File: src/design/sir_pkg.sv
// Shared types, widths and codes for the sorted id registry.
package sir_pkg;

    // Built table depth and the widths that follow from it
    localparam int TABLE_DEPTH = 64;
    localparam int POS_W       = $clog2(TABLE_DEPTH);
    localparam int CNT_W       = $clog2(TABLE_DEPTH + 1);

    // Fixed field widths
    localparam int ID_W       = 64;
    localparam int REF_W      = 64;
    localparam int COUNT_W    = 32;
    localparam int CMD_W      = 2;
    localparam int STATUS_W   = 3;
    localparam int IDX_W      = 6;
    localparam int ECNT_W     = 7;
    localparam int CAP_W      = 7;
    localparam int CFG_IDX_W  = 8;
    localparam int CFG_DATA_W = 64;
    localparam int CMP_W      = (CNT_W > CAP_W) ? CNT_W : CAP_W;

    // Reset values of the configuration registers
    localparam logic [CAP_W-1:0] CAP_RESET     = CAP_W'(64);
    localparam logic [ID_W-1:0]  AUTO_ID_RESET = ID_W'(1);

    // Command codes
    localparam logic [CMD_W-1:0] CMD_FIND       = 2'd0;
    localparam logic [CMD_W-1:0] CMD_REGISTER   = 2'd1;
    localparam logic [CMD_W-1:0] CMD_SET_COUNTS = 2'd2;

    // Configuration register indexes
    localparam logic [CFG_IDX_W-1:0] CFG_CAPACITY_LIMIT = 8'd0;
    localparam logic [CFG_IDX_W-1:0] CFG_FIRST_AUTO_ID  = 8'd1;

    typedef enum logic [STATUS_W-1:0] {
        STS_OK        = 3'd0,
        STS_FULL      = 3'd1,
        STS_DUPLICATE = 3'd2,
        STS_NOT_FOUND = 3'd3,
        STS_REFINED   = 3'd4
    } status_t;

    typedef enum logic [1:0] {
        ST_IDLE,
        ST_SCAN,
        ST_DONE
    } state_t;

    // One table record
    typedef struct packed {
        logic [ID_W-1:0]    id;
        logic [REF_W-1:0]   group_ref;
        logic [REF_W-1:0]   policy_ref;
        logic [COUNT_W-1:0] group_size;
        logic [COUNT_W-1:0] refined_size;
        logic [REF_W-1:0]   source_ref;
    } rec_t;

    // One finished result
    typedef struct packed {
        status_t           status;
        logic [IDX_W-1:0]  entry_index;
        rec_t              rec;
        logic [ECNT_W-1:0] entry_count;
    } result_t;

endpackage

File: src/design/sir_cell.sv
// One storage cell of the record ring: holds a record and passes it down the chain.
module sir_cell (
    input  logic          aclk,
    input  logic          shift_en,
    input  sir_pkg::rec_t rec_in,
    output sir_pkg::rec_t rec_out
);
    import sir_pkg::*;

    rec_t rec_reg;
    rec_t rec_next;

    // Take the neighbor's record on a shift, hold otherwise
    always_comb begin
        rec_next = shift_en ? rec_in : rec_reg;
    end

    always_ff @(posedge aclk) begin
        rec_reg <= rec_next;
    end

    assign rec_out = rec_reg;

endmodule

File: config.mk
export PLATFORM = sky130hd
export DESIGN_NAME = sir_cell
export DESIGN_NICKNAME = d
export VERILOG_FILES = /design/src/design/sir_pkg.sv /design/src/design/sir_cell.sv
export SDC_FILE = /design/constraint.sdc
export NUM_CORES = 1
export LEC_CHECK = 0
export ABC_CLOCK_PERIOD_IN_PS = 800
export BUFFER_PORTS_ARGS = -buffer_cell sky130_fd_sc_hd__buf_2
export CELL_PAD_IN_SITES_DETAIL_PLACEMENT = 0
export CELL_PAD_IN_SITES_GLOBAL_PLACEMENT = 2
export CORE_AREA = 10 10 239 241
export CTS_BUF_LIST = sky130_fd_sc_hd__clkbuf_8
export DETAILED_ROUTE_END_ITERATION = 8
export DIE_AREA = 0 0 249 251
export PLACE_DENSITY = 0.67
export SLEW_MARGIN = 30
export SYNTH_ARGS = -nofsm -noshare
export SYNTH_HDL_FRONTEND = slang
export SYNTH_SLANG_ARGS = --single-unit
File: constraint.sdc
create_clock -name aclk -period 0.8 [get_ports aclk]
set_input_delay 0.04 -clock aclk [delete_from_list [all_inputs] [get_ports aclk]]
set_output_delay 0.04 -clock aclk [all_outputs]
set_load 0.03 [all_outputs]
==> flow_metrics.py, run 1 <==
metrics = {
    "cells_and_area": {
        "multi_input_cells": 0,
        "multiInputGateArea_um2": 0,
        "stdcell_area_um2": 20360,
        "drive_gt1_frac": 0.5267,
        "nets": 1703,
        "syn2layout_area_growth_pct": 111.9,
        "final_cells": 2112,
        "largest_register_ff_count": 320,
        "n_fill_cell": 4689,
    },
    "outcome": {
        "violations": "setup timing",
        "status": "finished, violations left",
    },
    "placement": {
        "dpl_cell_area_um2": 14140,
        "dp_hpwl_um": 27920,
        "numPortBuffers": 641,
        "place.gp.congestion": 0.8128,
        "dp_cells": 1691,
    },
    "setup_path": {
        "crit_family": "flip-flops",
        "worst_setup_path_end_kind": "output port",
        "worst_setup_path_start_kind": "register",
        "arrival_ns": 1.23,
        "path_buf_inv": 1,
        "critPathSlowestCell": "edfxtp_1",
        "slowest_delay_ns": 0.44,
        "worstPathRequired_ns": 0.76,
        "cp_cell_sequence": "buf_6",
        "path_class": "reg -> out",
        "path_max_fanout": 1,
    },
    "timing": {
        "fin_crit_ns": 1.269,
        "worst_slew_pin_slew_ns": 0.4596,
        "max_freq_ghz": 0.7880,
        "period_share": 1.586,
        "slew_violations": 0,
        "setup_viol": 320,
        "hold_violations": 0,
        "grt_setup_unrepaired": "yes",
        "fin_ws_ns": -0.4691,
        "relSlewSlack": 0.6931,
    },
    "clocking": {
        "cts_tree": "yes",
        "htreeDepth": 2,
        "cts_root_buf": "clkbuf_8",
        "path_clk_slew_ns": 0.06,
        "numCtsBuffers": 53,
        "clk_path_buf_depth": 3,
        "cts_sinks": 320,
    },
    "global_routing": {
        "grt_use_met1": 0.1156,
        "top_usage_layer": "met2",
        "grtUsageMet3": 0.05308,
        "antenna_found_initial": 3,
        "track_usage": 0.1209,
        "use_met2": 0.2251,
        "gr-total-overflow": 0,
        "grt_pass1_vias": 8746,
        "grt_max_degree": 26,
        "grt_pass1_wl_um": 57150,
    },
    "logic_synthesis": {
        "ys_seq_elements": 320,
        "ys_seq_area_frac": 1.000,
        "synth_cells": 320,
        "yosysWarnings": 0,
        "syn_area_um2": 9609,
        "postSynthAreaPerCell_um2": 30.03,
        "ys_types": 1,
        "synth_nets": 642,
    },
    "routing": {
        "drt_pass1_iterations": 7,
        "avgRoutedWirePerCell_um": 18.77,
        "vias": 7586,
        "drt_iter0_drc": 289,
        "totalWireLength_um": 39640,
        "antenna_left": 0,
        "drc": 0,
        "avgViaCountPerCell": 3.592,
    },
    "die": {
        "die_w_um": 249,
        "fp.coreArea_um2": 52240,
        "io_pins": 642,
        "die_y_um": 251,
        "initial_core_util": 0.1840,
        "rows": 84,
        "dieArea_um2": 62500,
    },
    "job": {
        "max_cap_violations": 0,
    },
    "power_and_ir_drop": {
        "total_leakage_power_uw": 0.008514,
        "ir_worst_vdd_v": 0.001352,
        "p_per_area_nw_per_um2": 2084,
    },
    "min_path": {
        "min-delay-path-class": "in -> reg",
    },
}
-- logic make-up after synthesis --
| family | after synthesis | synth area share |
|---|---|---|
| flops | 320 | 1.000 |
-- what timing repair did --
| action | CTS | global route |
|---|---|---|
| endpoints found under the setup margin | 320 | 604 |
| hold endpoints to repair | 408 | 0 |
| hold buffers | 323 | 0 |
| buffers inserted | 0 | 0 |
| cloned | 0 | 0 |
| resized for setup | 640 | 2 |
| pin swaps | 0 | 0 |
-- report_power, final --
group | total (µW) | internal [µW] | switching (µW)
Combinational | 8390 | 4090 | 4300
Sequential | 20600 | 20000 | 661
Clock | 13400 | 7000 | 6410
-- metrics by stage --
| stage | TNS (ns) | utilization | worst slack [ns] | hold WS [ns] | power (µW) |
|---|---|---|---|---|---|
| final | -121.54 | 0.3899 | -0.4691 | 0.1318 | 42440 |
| after global routing | -147.75 | 0.3899 | -0.5438 | 0.07733 | 44210 |
| after CTS | -213.87 | 0.3897 | -0.5220 | 0.06528 | 42890 |
| after detailed placement | -25.31 | 0.2707 | -0.1814 | 0.2181 | 26240 |
| after global placement | -22.30 | 0.2707 | -0.1726 | 0.2162 | 26180 |
| after floorplan | 0 | - | 0.2644 | 0.1389 | 23370 |
-- Yosys cell counts --
cell type  number  area [µm²]
edfxtp_1      320        9609
-- layer usage --
metal / vias up / part of all wire
met4: 2 / 0.029
met2: 397 / 0.55
met5: - / 0.00033
met3: 82 / 0.095
met1: 3646 / 0.33
li1: 3459 / -
-- final cells by class --
type | instances | area (µm²) | share of cell area
repair buffers | 1006 | 8909 | 0.4375
diodes | 2 | 5.005 | 0.0002458
clock buffers | 55 | 757.0 | 0.03717
flip-flops and latches | 320 | 9609 | 0.4719
well taps | 688 | 860.8 | 0.04227
clock inverters | 41 | 224.0 | 0.01100
-- layout by cell type (no fill, tap or decap), drive strengths merged --
master and n:
buf 683, dlymetal6s2s 1, clkbuf 55, clkinvlp 1, bufinv 2, diode 2, dlygate4sd3 322, inv 18
edfxtp 320, clkinv 20
-- final timing paths --
kind / startpoint / end / slack, ns / cells past startpoint
max: rec_out[132] / rec_out[132] / -0.47 / 1
min: rec_in[224] / rec_out[224] / 0.13 / 2
(Power assumes the default switching activity.)
==> run 2: changes to the inputs <==
--- a/config.mk
+++ b/config.mk
@@ -10,7 +10,7 @@
 export CELL_PAD_IN_SITES_DETAIL_PLACEMENT = 0
 export CELL_PAD_IN_SITES_GLOBAL_PLACEMENT = 2
 export CORE_AREA = 10 10 239 241
-export CTS_BUF_LIST = sky130_fd_sc_hd__clkbuf_8
+export CTS_BUF_LIST = sky130_fd_sc_hd__clkbuf_4 sky130_fd_sc_hd__clkbuf_8
 export DETAILED_ROUTE_END_ITERATION = 8
 export DIE_AREA = 0 0 249 251
 export PLACE_DENSITY = 0.67
==> run 2 against run 1 <==
Net effect: the flow still finishes with violations (setup timing); global-route usage is 0.13 points lower; power is 1.9% higher; critical path depth stayed put; cell count is the same; utilization is 0.13 points higher; critical endpoint unchanged.
==> flow_metrics.py, run 2 (synthesized netlist as in run 1, its figures left out) <==
metrics = {
    "outcome": {
        "status": "finished, violations left",
        "violations": "setup timing",
    },
    "setup_path": {
        "worstPathRequired_ns": 0.76,
        "path_max_fanout": 1,
        "path_buf_inv": 1,
        "arrival_ns": 1.21,
        "critPathSlowestCell": "edfxtp_1",
        "path_class": "reg -> out",
        "worst_setup_path_start_kind": "register",
        "worst_setup_path_end_kind": "output port",
        "cp_cell_sequence": "buf_6",
        "slowest_delay_ns": 0.43,
        "crit_family": "flip-flops",
    },
    "power_and_ir_drop": {
        "p_int_uw": 31920,
        "p_sw_frac": 0.2618,
        "p_comb_frac": 0.194,
        "total_leakage_power_uw": 0.008501,
        "ir_worst_vdd_v": 0.001587,
        "pwr-share-clk": 0.329,
        "p_sw_uw": 11320,
        "seq_power_share": 0.477,
        "p_per_area_nw_per_um2": 2116,
    },
    "cells_and_area": {
        "multiInputGateArea_um2": 0,
        "multi_input_cells": 0,
        "largest_register_ff_count": 320,
        "nets": 1703,
        "final_cells": 2112,
        "n_fill_cell": 4672,
        "final_cell_mix": "322 x dlygate4sd3_1, 320 x buf_2, 320 x buf_6, 320 x edfxtp_1, 55 x clkbuf_8",
        "stdcell_area_um2": 20430,
        "syn2layout_area_growth_pct": 112.6,
        "layout_commonest_cell": "dlygate4sd3_1",
        "drive_gt1_frac": 0.5394,
    },
    "min_path": {
        "hold_path_end": "rec_out[224]",
        "min-delay-path-class": "in -> reg",
        "hold_path_startpoint": "rec_in[224]",
        "hold_depth": 2,
    },
    "timing": {
        "worst_slew_pin_slew_ns": 0.4558,
        "grt_setup_unrepaired": "yes",
        "slew_violations": 0,
        "fin_ws_ns": -0.4501,
        "period_share": 1.563,
        "fin_crit_ns": 1.250,
        "relSlewSlack": 0.6956,
        "max_freq_ghz": 0.8000,
        "hold_violations": 0,
        "holdWs_ns": 0.1392,
        "setup_viol": 320,
    },
    "global_routing": {
        "track_usage": 0.1196,
        "antenna_found_initial": 2,
        "gr-total-overflow": 0,
        "grt_max_degree": 26,
        "grt_pass1_wl_um": 56720,
        "grt_pass1_vias": 8746,
    },
    "die": {
        "fp.coreArea_um2": 52240,
        "initial_core_util": 0.1840,
        "io_pins": 642,
        "die_w_um": 249,
        "rows": 84,
        "dieArea_um2": 62500,
        "die_y_um": 251,
    },
    "placement": {
        "dpl_cell_area_um2": 14140,
        "dp_hpwl_um": 27920,
        "numPortBuffers": 641,
        "dp_cells": 1691,
        "place.gp.congestion": 0.8128,
    },
    "job": {
        "max_cap_violations": 0,
    },
    "routing": {
        "antenna_left": 0,
        "drt_iter0_drc": 244,
        "avgRoutedWirePerCell_um": 18.57,
        "drc": 0,
        "vias": 7615,
        "totalWireLength_um": 39220,
        "drt_pass1_iterations": 4,
        "avgViaCountPerCell": 3.606,
    },
    "clocking": {
        "clk_path_buf_depth": 3,
        "htreeDepth": 2,
        "postCtsSetupRepairBufs": 0,
        "numCtsBuffers": 53,
        "cts_sinks": 320,
        "cts_root_buf": "clkbuf_8",
        "path_clk_slew_ns": 0.06,
        "cts_tree": "yes",
    },
}
[run 2: cell count changes in the layout (fill, tap and decap cells not counted), sizes merged]
cell / delta
inv: -18
clkbuf: +18
[run 2: metal layers]
layer,share of wire,track usage,vias to the layer above
li1,-,-,3456
met1,0.33,0.1158,3659
met2,0.55,0.2217,412
met3,0.094,0.05164,86
met4,0.030,0.04355,2
met5,0.00023,0,-
[run 2: area by class of cell]
cell class | instances | area [µm²] | share of cell area
Sequential cell | 320 | 9609 | 0.4703
Timing Repair Buffer | 1006 | 8909 | 0.4360
Clock buffer | 73 | 892.1 | 0.04366
Tap cell | 688 | 860.8 | 0.04213
Clock inverter | 23 | 156.4 | 0.007655
Antenna cell | 2 | 5.005 | 0.0002449
[run 2: how the worst max path moves through the flow]
stage / startpoint / to / slack (ns) / depth (start not counted)
after floorplan: rec_out[0] / rec_out[0] / 0.26 / 0
after global placement: shift_en / rec_out[17] / -0.17 / 3
after detailed placement: shift_en / rec_out[8] / -0.18 / 3
after CTS: rec_out[138] / rec_out[138] / -0.52 / 1
after global routing: rec_out[132] / rec_out[132] / -0.53 / 1
final: rec_out[132] / rec_out[132] / -0.45 / 1
[run 2: power by group through the flow]
| stage | logic (µW) | clock network, µW | registers, µW |
|---|---|---|---|
| CTS | 8410 | 14700 | 20600 |
| global route | 8720 | 15600 | 20800 |
| finish | 8390 | 14200 | 20600 |
| global placement | 5600 | 0 | 20600 |
| floorplan | 0 | 0 | 23400 |
| detailed placement | 5630 | 0 | 20600 |
[run 2: metrics by stage]
| step | total power, µW | util | setup slack (ns) | TNS, ns |
|---|---|---|---|---|
| after CTS | 43730 | 0.3910 | -0.5220 | -213.90 |
| final | 43240 | 0.3912 | -0.4501 | -120.35 |
| after detailed placement | 26240 | 0.2707 | -0.1814 | -25.31 |
| after global routing | 45030 | 0.3911 | -0.5264 | -147.17 |
| after global placement | 26180 | 0.2707 | -0.1726 | -22.30 |
| after floorplan | 23370 | - | 0.2644 | 0 |
[run 2: what timing repair did]
item / CTS / global route
cloned: 0 / 0
hold endpoints to repair: 408 / 0
endpoints found under the setup margin: 320 / 604
hold buffers: 323 / 0
resized for setup: 640 / 2
