===== config.mk =====
export PLATFORM = sky130hd
export DESIGN_NAME = sir_ctrl
export DESIGN_NICKNAME = d
export VERILOG_FILES = /design/src/design/sir_pkg.sv /design/src/design/sir_ctrl.sv
export SDC_FILE = /design/constraint.sdc
export NUM_CORES = 2
export LEC_CHECK = 0
export ABC_AREA = 1
export BUFFER_PORTS_ARGS = -buffer_cell sky130_fd_sc_hd__buf_2
export CAP_MARGIN = 20
export CORE_AREA = 4 4 533 535
export CTS_CLUSTER_DIAMETER = 80
export DETAILED_ROUTE_END_ITERATION = 10
export DIE_AREA = 0 0 537 539
export GPL_TIMING_DRIVEN = 0
export PLACE_DENSITY = 0.37
export SLEW_MARGIN = 20
export SYNTH_ARGS = -nofsm -noshare
export SYNTH_HDL_FRONTEND = slang
export SYNTH_SLANG_ARGS = --single-unit

===== constraint.sdc =====
create_clock -name aclk -period 10.89 [get_ports aclk]
set_clock_uncertainty 0.15 [all_clocks]
set_input_delay 1.6335 -clock aclk [delete_from_list [all_inputs] [get_ports aclk]]
set_output_delay 1.6335 -clock aclk [all_outputs]
set_load 0.02 [all_outputs]

===== src/design/sir_pkg.sv =====
// Shared types, widths and codes for the sorted id registry.
package sir_pkg;

    // Built table depth and the widths that follow from it
    localparam int TABLE_DEPTH = 64;
    localparam int POS_W       = $clog2(TABLE_DEPTH);
    localparam int CNT_W       = $clog2(TABLE_DEPTH + 1);

    // Fixed field widths
    localparam int ID_W       = 64;
    localparam int REF_W      = 64;
    localparam int COUNT_W    = 32;
    localparam int CMD_W      = 2;
    localparam int STATUS_W   = 3;
    localparam int IDX_W      = 6;
    localparam int ECNT_W     = 7;
    localparam int CAP_W      = 7;
    localparam int CFG_IDX_W  = 8;
    localparam int CFG_DATA_W = 64;
    localparam int CMP_W      = (CNT_W > CAP_W) ? CNT_W : CAP_W;

    // Reset values of the configuration registers
    localparam logic [CAP_W-1:0] CAP_RESET     = CAP_W'(64);
    localparam logic [ID_W-1:0]  AUTO_ID_RESET = ID_W'(1);

    // Command codes
    localparam logic [CMD_W-1:0] CMD_FIND       = 2'd0;
    localparam logic [CMD_W-1:0] CMD_REGISTER   = 2'd1;
    localparam logic [CMD_W-1:0] CMD_SET_COUNTS = 2'd2;

    // Configuration register indexes
    localparam logic [CFG_IDX_W-1:0] CFG_CAPACITY_LIMIT = 8'd0;
    localparam logic [CFG_IDX_W-1:0] CFG_FIRST_AUTO_ID  = 8'd1;

    typedef enum logic [STATUS_W-1:0] {
        STS_OK        = 3'd0,
        STS_FULL      = 3'd1,
        STS_DUPLICATE = 3'd2,
        STS_NOT_FOUND = 3'd3,
        STS_REFINED   = 3'd4
    } status_t;

    typedef enum logic [1:0] {
        ST_IDLE,
        ST_SCAN,
        ST_DONE
    } state_t;

    // One table record
    typedef struct packed {
        logic [ID_W-1:0]    id;
        logic [REF_W-1:0]   group_ref;
        logic [REF_W-1:0]   policy_ref;
        logic [COUNT_W-1:0] group_size;
        logic [COUNT_W-1:0] refined_size;
        logic [REF_W-1:0]   source_ref;
    } rec_t;

    // One finished result
    typedef struct packed {
        status_t           status;
        logic [IDX_W-1:0]  entry_index;
        rec_t              rec;
        logic [ECNT_W-1:0] entry_count;
    } result_t;

endpackage


===== src/design/sir_ctrl.sv =====
// Sequencer at the head of the cell ring: search, insert, update and result building.
module sir_ctrl (
    input  logic                             aclk,
    input  logic                             aresetn,
    input  logic                             s_valid,
    output logic                             s_ready,
    input  logic [sir_pkg::CMD_W-1:0]        s_command,
    input  logic [sir_pkg::ID_W-1:0]         s_agent_id,
    input  logic [sir_pkg::REF_W-1:0]        s_group_ref,
    input  logic [sir_pkg::REF_W-1:0]        s_policy_ref,
    input  logic [sir_pkg::COUNT_W-1:0]      s_group_size,
    input  logic [sir_pkg::COUNT_W-1:0]      s_refined_size,
    input  logic [sir_pkg::REF_W-1:0]        s_source_ref,
    input  logic                             cfg_valid,
    output logic                             cfg_ready,
    input  logic [sir_pkg::CFG_IDX_W-1:0]    cfg_index,
    input  logic [sir_pkg::CFG_DATA_W-1:0]   cfg_data,
    input  sir_pkg::rec_t                    head_rec,
    output sir_pkg::rec_t                    tail_rec,
    output logic                             shift_en,
    output logic                             res_valid,
    input  logic                             res_take,
    output sir_pkg::result_t                 res
);
    import sir_pkg::*;

    state_t state_reg, state_next;

    // Latched transaction
    logic [CMD_W-1:0]   cmd_reg, cmd_next;
    logic [ID_W-1:0]    key_reg, key_next;
    logic [REF_W-1:0]   cref_reg, cref_next;
    logic [REF_W-1:0]   dref_reg, dref_next;
    logic [COUNT_W-1:0] ccnt_reg, ccnt_next;
    logic [COUNT_W-1:0] rcnt_reg, rcnt_next;
    logic [REF_W-1:0]   pref_reg, pref_next;

    // Scan state
    logic [POS_W-1:0] pos_reg, pos_next;
    logic             stop_reg, stop_next;
    logic             carry_act_reg, carry_act_next;
    rec_t             carry_reg, carry_next;

    // Table and configuration state
    logic [CNT_W-1:0] used_reg, used_next;
    logic [ID_W-1:0]  next_id_reg, next_id_next;
    logic [CAP_W-1:0] cap_reg, cap_next;

    // Pending result
    status_t          res_status_reg, res_status_next;
    logic [IDX_W-1:0] res_index_reg, res_index_next;
    rec_t             res_rec_reg, res_rec_next;

    logic             in_accept;
    logic             cfg_accept;
    logic [CMP_W-1:0] cap_eff;
    logic             table_full;
    logic             go_scan;
    logic [ID_W-1:0]  draw_id;
    logic             in_use;
    logic             look;
    logic             id_eq;
    logic             id_gt;
    logic             is_reg;
    logic             is_set;
    logic             hit_now;
    logic             stop_now;
    logic             ins_now;
    logic             set_ok;
    logic             last_pos;
    rec_t             new_rec;
    rec_t             mod_rec;
    rec_t             dup_rec;

    assign in_accept  = s_valid && s_ready;
    assign cfg_ready  = 1'b1;
    assign cfg_accept = cfg_valid && cfg_ready;

    // Clamp the capacity to the built depth and check for a full table
    always_comb begin
        cap_eff = (CMP_W'(cap_reg) > CMP_W'(TABLE_DEPTH)) ? CMP_W'(TABLE_DEPTH)
                                                           : CMP_W'(cap_reg);
        table_full = CMP_W'(used_reg) >= cap_eff;
        go_scan    = (s_command == CMD_FIND) || (s_command == CMD_SET_COUNTS) ||
                     ((s_command == CMD_REGISTER) && !table_full);
        // Skip zero when drawing an automatic id
        draw_id    = (next_id_reg == '0) ? next_id_reg + ID_W'(1) : next_id_reg;
    end

    // Compare the head record against the key
    always_comb begin
        in_use   = CNT_W'(pos_reg) < used_reg;
        look     = !stop_reg && in_use;
        id_eq    = head_rec.id == key_reg;
        id_gt    = head_rec.id > key_reg;
        is_reg   = cmd_reg == CMD_REGISTER;
        is_set   = cmd_reg == CMD_SET_COUNTS;
        hit_now  = look && id_eq;
        stop_now = !stop_reg && (!in_use || id_eq || id_gt);
        ins_now  = is_reg && !stop_reg && (!in_use || id_gt);
        set_ok   = is_set && hit_now && !(rcnt_reg > ccnt_reg);
        last_pos = pos_reg == POS_W'(TABLE_DEPTH - 1);

        new_rec.id           = key_reg;
        new_rec.group_ref    = cref_reg;
        new_rec.policy_ref   = dref_reg;
        new_rec.group_size   = ccnt_reg;
        new_rec.refined_size = '0;
        new_rec.source_ref   = (pref_reg != '0) ? pref_reg : key_reg;

        mod_rec              = head_rec;
        mod_rec.group_size   = ccnt_reg;
        mod_rec.refined_size = rcnt_reg;

        dup_rec    = '0;
        dup_rec.id = key_reg;
    end

    // Feed the tail: delayed records after an insert, else the new or updated record, else the head record
    always_comb begin
        if (carry_act_reg) begin
            tail_rec = carry_reg;
        end else if (ins_now) begin
            tail_rec = new_rec;
        end else if (set_ok) begin
            tail_rec = mod_rec;
        end else begin
            tail_rec = head_rec;
        end
    end

    // Next values of the datapath and table state
    always_comb begin
        cmd_next        = cmd_reg;
        key_next        = key_reg;
        cref_next       = cref_reg;
        dref_next       = dref_reg;
        ccnt_next       = ccnt_reg;
        rcnt_next       = rcnt_reg;
        pref_next       = pref_reg;
        pos_next        = pos_reg;
        stop_next       = stop_reg;
        carry_act_next  = carry_act_reg;
        carry_next      = carry_reg;
        used_next       = used_reg;
        next_id_next    = next_id_reg;
        cap_next        = cap_reg;
        res_status_next = res_status_reg;
        res_index_next  = res_index_reg;
        res_rec_next    = res_rec_reg;

        // Latch the transaction and draw an id when asked
        if (in_accept) begin
            cmd_next        = s_command;
            key_next        = s_agent_id;
            cref_next       = s_group_ref;
            dref_next       = s_policy_ref;
            ccnt_next       = s_group_size;
            rcnt_next       = s_refined_size;
            pref_next       = s_source_ref;
            pos_next        = '0;
            stop_next       = 1'b0;
            carry_act_next  = 1'b0;
            res_status_next = ((s_command == CMD_REGISTER) && table_full) ? STS_FULL
                                                                          : STS_NOT_FOUND;
            res_index_next  = '0;
            res_rec_next    = '0;
            if ((s_command == CMD_REGISTER) && !table_full && (s_agent_id == '0)) begin
                key_next     = draw_id;
                next_id_next = draw_id + ID_W'(1);
            end
        end

        // Walk the ring one slot per cycle
        if (state_reg == ST_SCAN) begin
            pos_next  = last_pos ? '0 : pos_reg + POS_W'(1);
            stop_next = stop_reg || stop_now;
            if (carry_act_reg || ins_now) begin
                carry_next     = head_rec;
                carry_act_next = 1'b1;
            end
            if (ins_now) begin
                used_next       = used_reg + CNT_W'(1);
                res_status_next = STS_OK;
                res_index_next  = IDX_W'(pos_reg);
                res_rec_next    = new_rec;
            end else if (hit_now) begin
                res_index_next = IDX_W'(pos_reg);
                if (is_reg) begin
                    res_status_next = STS_DUPLICATE;
                    res_rec_next    = dup_rec;
                end else if (is_set && !set_ok) begin
                    res_status_next = STS_REFINED;
                    res_rec_next    = head_rec;
                end else if (set_ok) begin
                    res_status_next = STS_OK;
                    res_rec_next    = mod_rec;
                end else begin
                    res_status_next = STS_OK;
                    res_rec_next    = head_rec;
                end
            end
        end

        // Configuration writes; a new first id empties the table
        if (cfg_accept) begin
            if (cfg_index == CFG_CAPACITY_LIMIT) begin
                cap_next = cfg_data[CAP_W-1:0];
            end else if (cfg_index == CFG_FIRST_AUTO_ID) begin
                used_next    = '0;
                next_id_next = (cfg_data == '0) ? ID_W'(1) : cfg_data;
            end
        end
    end

    // Next state
    always_comb begin
        state_next = state_reg;
        unique case (state_reg)
            ST_IDLE: begin
                if (in_accept) begin
                    state_next = go_scan ? ST_SCAN : ST_DONE;
                end
            end
            ST_SCAN: begin
                if (last_pos) begin
                    state_next = ST_DONE;
                end
            end
            ST_DONE: begin
                if (res_take) begin
                    state_next = ST_IDLE;
                end
            end
            default: state_next = ST_IDLE;
        endcase
    end

    // State outputs
    always_comb begin
        s_ready   = 1'b0;
        shift_en  = 1'b0;
        res_valid = 1'b0;
        unique case (state_reg)
            ST_IDLE: s_ready   = 1'b1;
            ST_SCAN: shift_en  = 1'b1;
            ST_DONE: res_valid = 1'b1;
            default: s_ready   = 1'b0;
        endcase
    end

    assign res.status      = res_status_reg;
    assign res.entry_index = res_index_reg;
    assign res.rec         = res_rec_reg;
    assign res.entry_count = ECNT_W'(used_reg);

    // Control registers
    always_ff @(posedge aclk) begin
        if (!aresetn) begin
            state_reg     <= ST_IDLE;
            pos_reg       <= '0;
            stop_reg      <= 1'b0;
            carry_act_reg <= 1'b0;
            used_reg      <= '0;
            next_id_reg   <= AUTO_ID_RESET;
            cap_reg       <= CAP_RESET;
        end else begin
            state_reg     <= state_next;
            pos_reg       <= pos_next;
            stop_reg      <= stop_next;
            carry_act_reg <= carry_act_next;
            used_reg      <= used_next;
            next_id_reg   <= next_id_next;
            cap_reg       <= cap_next;
        end
    end

    // Payload registers
    always_ff @(posedge aclk) begin
        cmd_reg        <= cmd_next;
        key_reg        <= key_next;
        cref_reg       <= cref_next;
        dref_reg       <= dref_next;
        ccnt_reg       <= ccnt_next;
        rcnt_reg       <= rcnt_next;
        pref_reg       <= pref_next;
        carry_reg      <= carry_next;
        res_status_reg <= res_status_next;
        res_index_reg  <= res_index_next;
        res_rec_reg    <= res_rec_next;
    end

`ifndef SYNTH
    // The table never holds more records than the ring has cells
    a_used_bound: assert property (@(posedge aclk) disable iff (!aresetn)
        CNT_W'(TABLE_DEPTH) >= used_reg)
        else $error("record count exceeds table depth");

    // A scan ends after exactly one trip around the ring
    a_scan_end: assert property (@(posedge aclk) disable iff (!aresetn)
        (state_reg == ST_SCAN) && last_pos |=> state_reg == ST_DONE)
        else $error("scan did not end on the last slot");

    // The delayed record path runs only once the insert point is passed
    a_carry_stop: assert property (@(posedge aclk) disable iff (!aresetn)
        (state_reg == ST_SCAN) && carry_act_reg |-> stop_reg)
        else $error("carry active before the insert point");

    // A register transaction never scans with a zero key
    a_key_nonzero: assert property (@(posedge aclk) disable iff (!aresetn)
        (state_reg == ST_SCAN) && (cmd_reg == CMD_REGISTER) |-> key_reg != '0)
        else $error("register scan with zero id");

    // An insert grows the table by one record
    a_insert_count: assert property (@(posedge aclk) disable iff (!aresetn)
        (state_reg == ST_SCAN) && ins_now && !cfg_accept |=>
            used_reg == $past(used_reg) + CNT_W'(1))
        else $error("insert did not advance the record count");
`endif

endmodule

==> flow_metrics.py <==
metrics = {
    "finish": {
        "drive_gt1_share_pct": 21.7,
        "instances_no_fill": 12100,
        "nNetsFinal": 9013,
        "fill_cells": 30900,
        "layout-area-overhead-vs-synth_pct": 31.4,
        "postLayoutCoreUtil_pct": 25.4,
    },
    "routing": {
        "wire_per_inst_um": 30.2,
        "drtIter0Drc": 5265,
        "vias_per_cell": 4.69,
        "drc_errors": 0,
        "routed-via-count": 56800,
        "drtAntennaViolNets": 0,
        "first_pass_iters": 7,
        "wl_um": 366000,
    },
    "clock_network": {
        "cts_setup_buffers": 0,
        "cts.sinks": 1059,
        "cts_resized": 0,
        "clock_latency_ns": 0.83,
        "clockRootBuffer": "clkbuf_16",
        "postCtsHoldBufs": 0,
        "clkTransAtPathRegs_ns": 0.05,
        "cts_tree": "built",
        "htreeDepth": 4,
        "clk_path_buf_depth": 4,
        "cts-buffers-inserted": 150,
    },
    "logic_synthesis": {
        "netlist_area_um2": 54000,
        "synth_ff_type": "edfxtp_1",
        "synth_top_area_cell": "edfxtp_1",
        "synthTopCellsByCount": "2,068 x nand2_1, 654 x nand3_1, 642 x edfxtp_1, 630 x inv_1, 474 x o21ai_0",
        "ys_warn_count": 0,
        "yosys.area.top_type_share_pct": 35.7,
        "avgSynthCellArea_um2": 8.14,
        "synth_edf_count": 642,
        "synth_nets": 7470,
        "synth_seq_area_share_pct": 51.1,
        "yosysMostFrequentCell": "nand2_1",
        "synth_seq_cells": 1059,
        "synth_cells": 6638,
        "synth.distinct_cells": 49,
        "async_reset_ff_share_pct": 0,
        "synthTopCellsByArea": "edfxtp_1 36%, dfxtp_1 15%, nand2_1 14%",
    },
    "setup_path": {
        "crit_required_ns": 9.11,
        "critical_path_class": "input pin to primary output",
        "startpoint_type": "input pin",
        "crit_slowest_cell": "nor2_4",
        "slowest_delay_ns": 0.63,
        "crit_arrival_ns": 5.96,
        "crit_path_cell_trace": "buf_2, ha_1, nand4_1, nor2_1, and3_1, nand2_1, inv_1, nand2_1, nand2_1, nand2_2, nand2_4, nand2_4, nor2_4, buf_2, buf_4, nand2_1, nand3_1, buf_2",
        "cp-end-kind": "primary output",
        "crit_top_cell": "nand2_1",
        "path_max_fanout": 10,
    },
    "floorplanning": {
        "io_pins": 1379,
        "core_um2": 279000,
        "start_util_pct": 19.4,
        "rows": 194,
        "die_h_um": 539,
        "die_area_um2": 289000,
        "fp.dieW_um": 537,
    },
    "placement": {
        "dp.cells": 11800,
        "portBuffers": 1377,
        "dp_hpwl_um": 301000,
        "gp_congestion": 0.934,
    },
    "global_routing": {
        "grt_antenna_before_repair": 199,
        "grt_overflow": 0,
        "grt_pass1_vias": 54300,
        "grt_max_degree": 85,
        "grt_pass1_wl_um": 482000,
        "grt.total_usage_pct": 24.0,
    },
    "sta": {
        "worst_slew_margin_rel_pct": 8.57,
        "tightest_slew_ns": 1.36,
        "whs_ns": 0.320,
        "timing.final.crit_share_pct": 71.1,
        "final-setup-viol-count": 0,
        "min_period_ns": 7.74,
        "fin_setup_tns_ns": 0,
        "finalHoldViolations": 0,
        "clock.fmax_mhz": 129,
        "rsz0062_at_grt": "no",
        "finalMaxSlewViolations": 0,
    },
    "pwr": {
        "power_density_nw_per_um2": 172,
        "total_power_mw": 12.2,
        "p_leak_nw": 30.1,
        "peakVddDrop_mv": 0.0937,
    },
    "job": {
        "max_cap_viol_count": 0,
    },
    "outcome": {
        "outcome": "finished clean",
    },
    "min_path": {
        "hold_path.class": "flop to flop",
    },
}
## worst max-delay path: cells and delay by family
| family | cells | cell delay [ns] |
|---|---|---|
| buf+inv | 5 | 1.45 |
| simple gates | 12 | 2.44 |
| fa+ha+maj | 1 | 0.35 |
## power breakdown
| part | total, mW | switching [mW] | leakage (nW) | internal [mW] |
|---|---|---|---|---|
| Clock | 5.00 | 2.04 | 2.35 | 2.95 |
| Sequential | 4.68 | 0.165 | 9.35 | 4.52 |
| Combinational | 2.52 | 1.90 | 18.4 | 0.616 |
| Total | 12.2 | 4.11 | 30.1 | 8.09 |
## final timing paths
kind	from	endpoint	slack [ns]	cells after the start
max	head_rec[319]	tail_rec[127]	3.15	18
min	res[100]$_DFF_P_	res[100]$_DFF_P_	0.32	2
max reg2reg	key_reg[43]$_DFFE_PP_	carry_reg[157]$_DFFE_PP_	5.33	19
min reg2reg	res[100]$_DFF_P_	res[100]$_DFF_P_	0.32	2
## per-layer routing
layer / global-route usage [%] / vias to the layer above / part of all wire, %
met3: 6.34 / 589 / 8.7
met4: 8.29 / 58 / 3.8
met2: 38.8 / 2741 / 46
met5: 0 / - / 0.10
li1: - / 25600 / -
met1: 30.8 / 27700 / 42
## per-stage QoR
stage / setup WS [ns] / instance area [um^2]
finish: 3.15 / 71000
global route: 2.90 / 70800
CTS: 3.01 / 70800
detailed placement: 3.01 / 66000
global placement: -6.75 / 65600
floorplan: 0.678 / 54000
## cell families (layout without fill, tap and decap cells)
family / count (synthesis) / in the layout / synth area share (%)
other cells: 1 / 79 / 0.00694
buf+inv: 1043 / 2702 / 7.75
simple gates: 3227 / 3227 / 25.1
xor+xnor: 48 / 48 / 0.778
compound gates: 1147 / 1147 / 12.6
fa+ha+maj: 113 / 113 / 2.62
flops: 1059 / 1059 / 51.1
## placed cells by master (no fill, tap or decap), types with 18 or more instances in the layout
| master | count |
|---|---|
| nand2_1 | 2068 |
| buf_2 | 1494 |
| nand3_1 | 654 |
| edfxtp_1 | 642 |
| inv_1 | 629 |
| o21ai_0 | 474 |
| dfxtp_1 | 417 |
| o211ai_1 | 294 |
| nor2_1 | 285 |
| clkbuf_1 | 242 |
| clkbuf_16 | 154 |
| a21oi_1 | 146 |
| ha_1 | 113 |
| o21ai_1 | 93 |
| diode_2 | 78 |
| a211oi_1 | 69 |
| nand4_1 | 62 |
| o21bai_1 | 52 |
| nor3_1 | 48 |
| xor2_1 | 42 |
| nor4_1 | 41 |
| buf_1 | 35 |
| nand3b_1 | 34 |
| buf_4 | 29 |
| clkinv_1 | 21 |
| clkinv_2 | 18 |
## area by class of cell
cell class / instances / area [um^2] / share of cell area, %
clock inverter: 62 / 624 / 0.880
clock buffer: 206 / 4190 / 5.90
buffer: 404 / 1810 / 2.55
antenna: 78 / 195 / 0.275
inverter: 639 / 2410 / 3.40
sequential: 1059 / 27600 / 38.9
multi-input combinational: 4536 / 22200 / 31.3
timing repair buffer: 1391 / 7240 / 10.2
tap: 3724 / 4660 / 6.57
No activity file was read; power rests on OpenSTA's default activity.
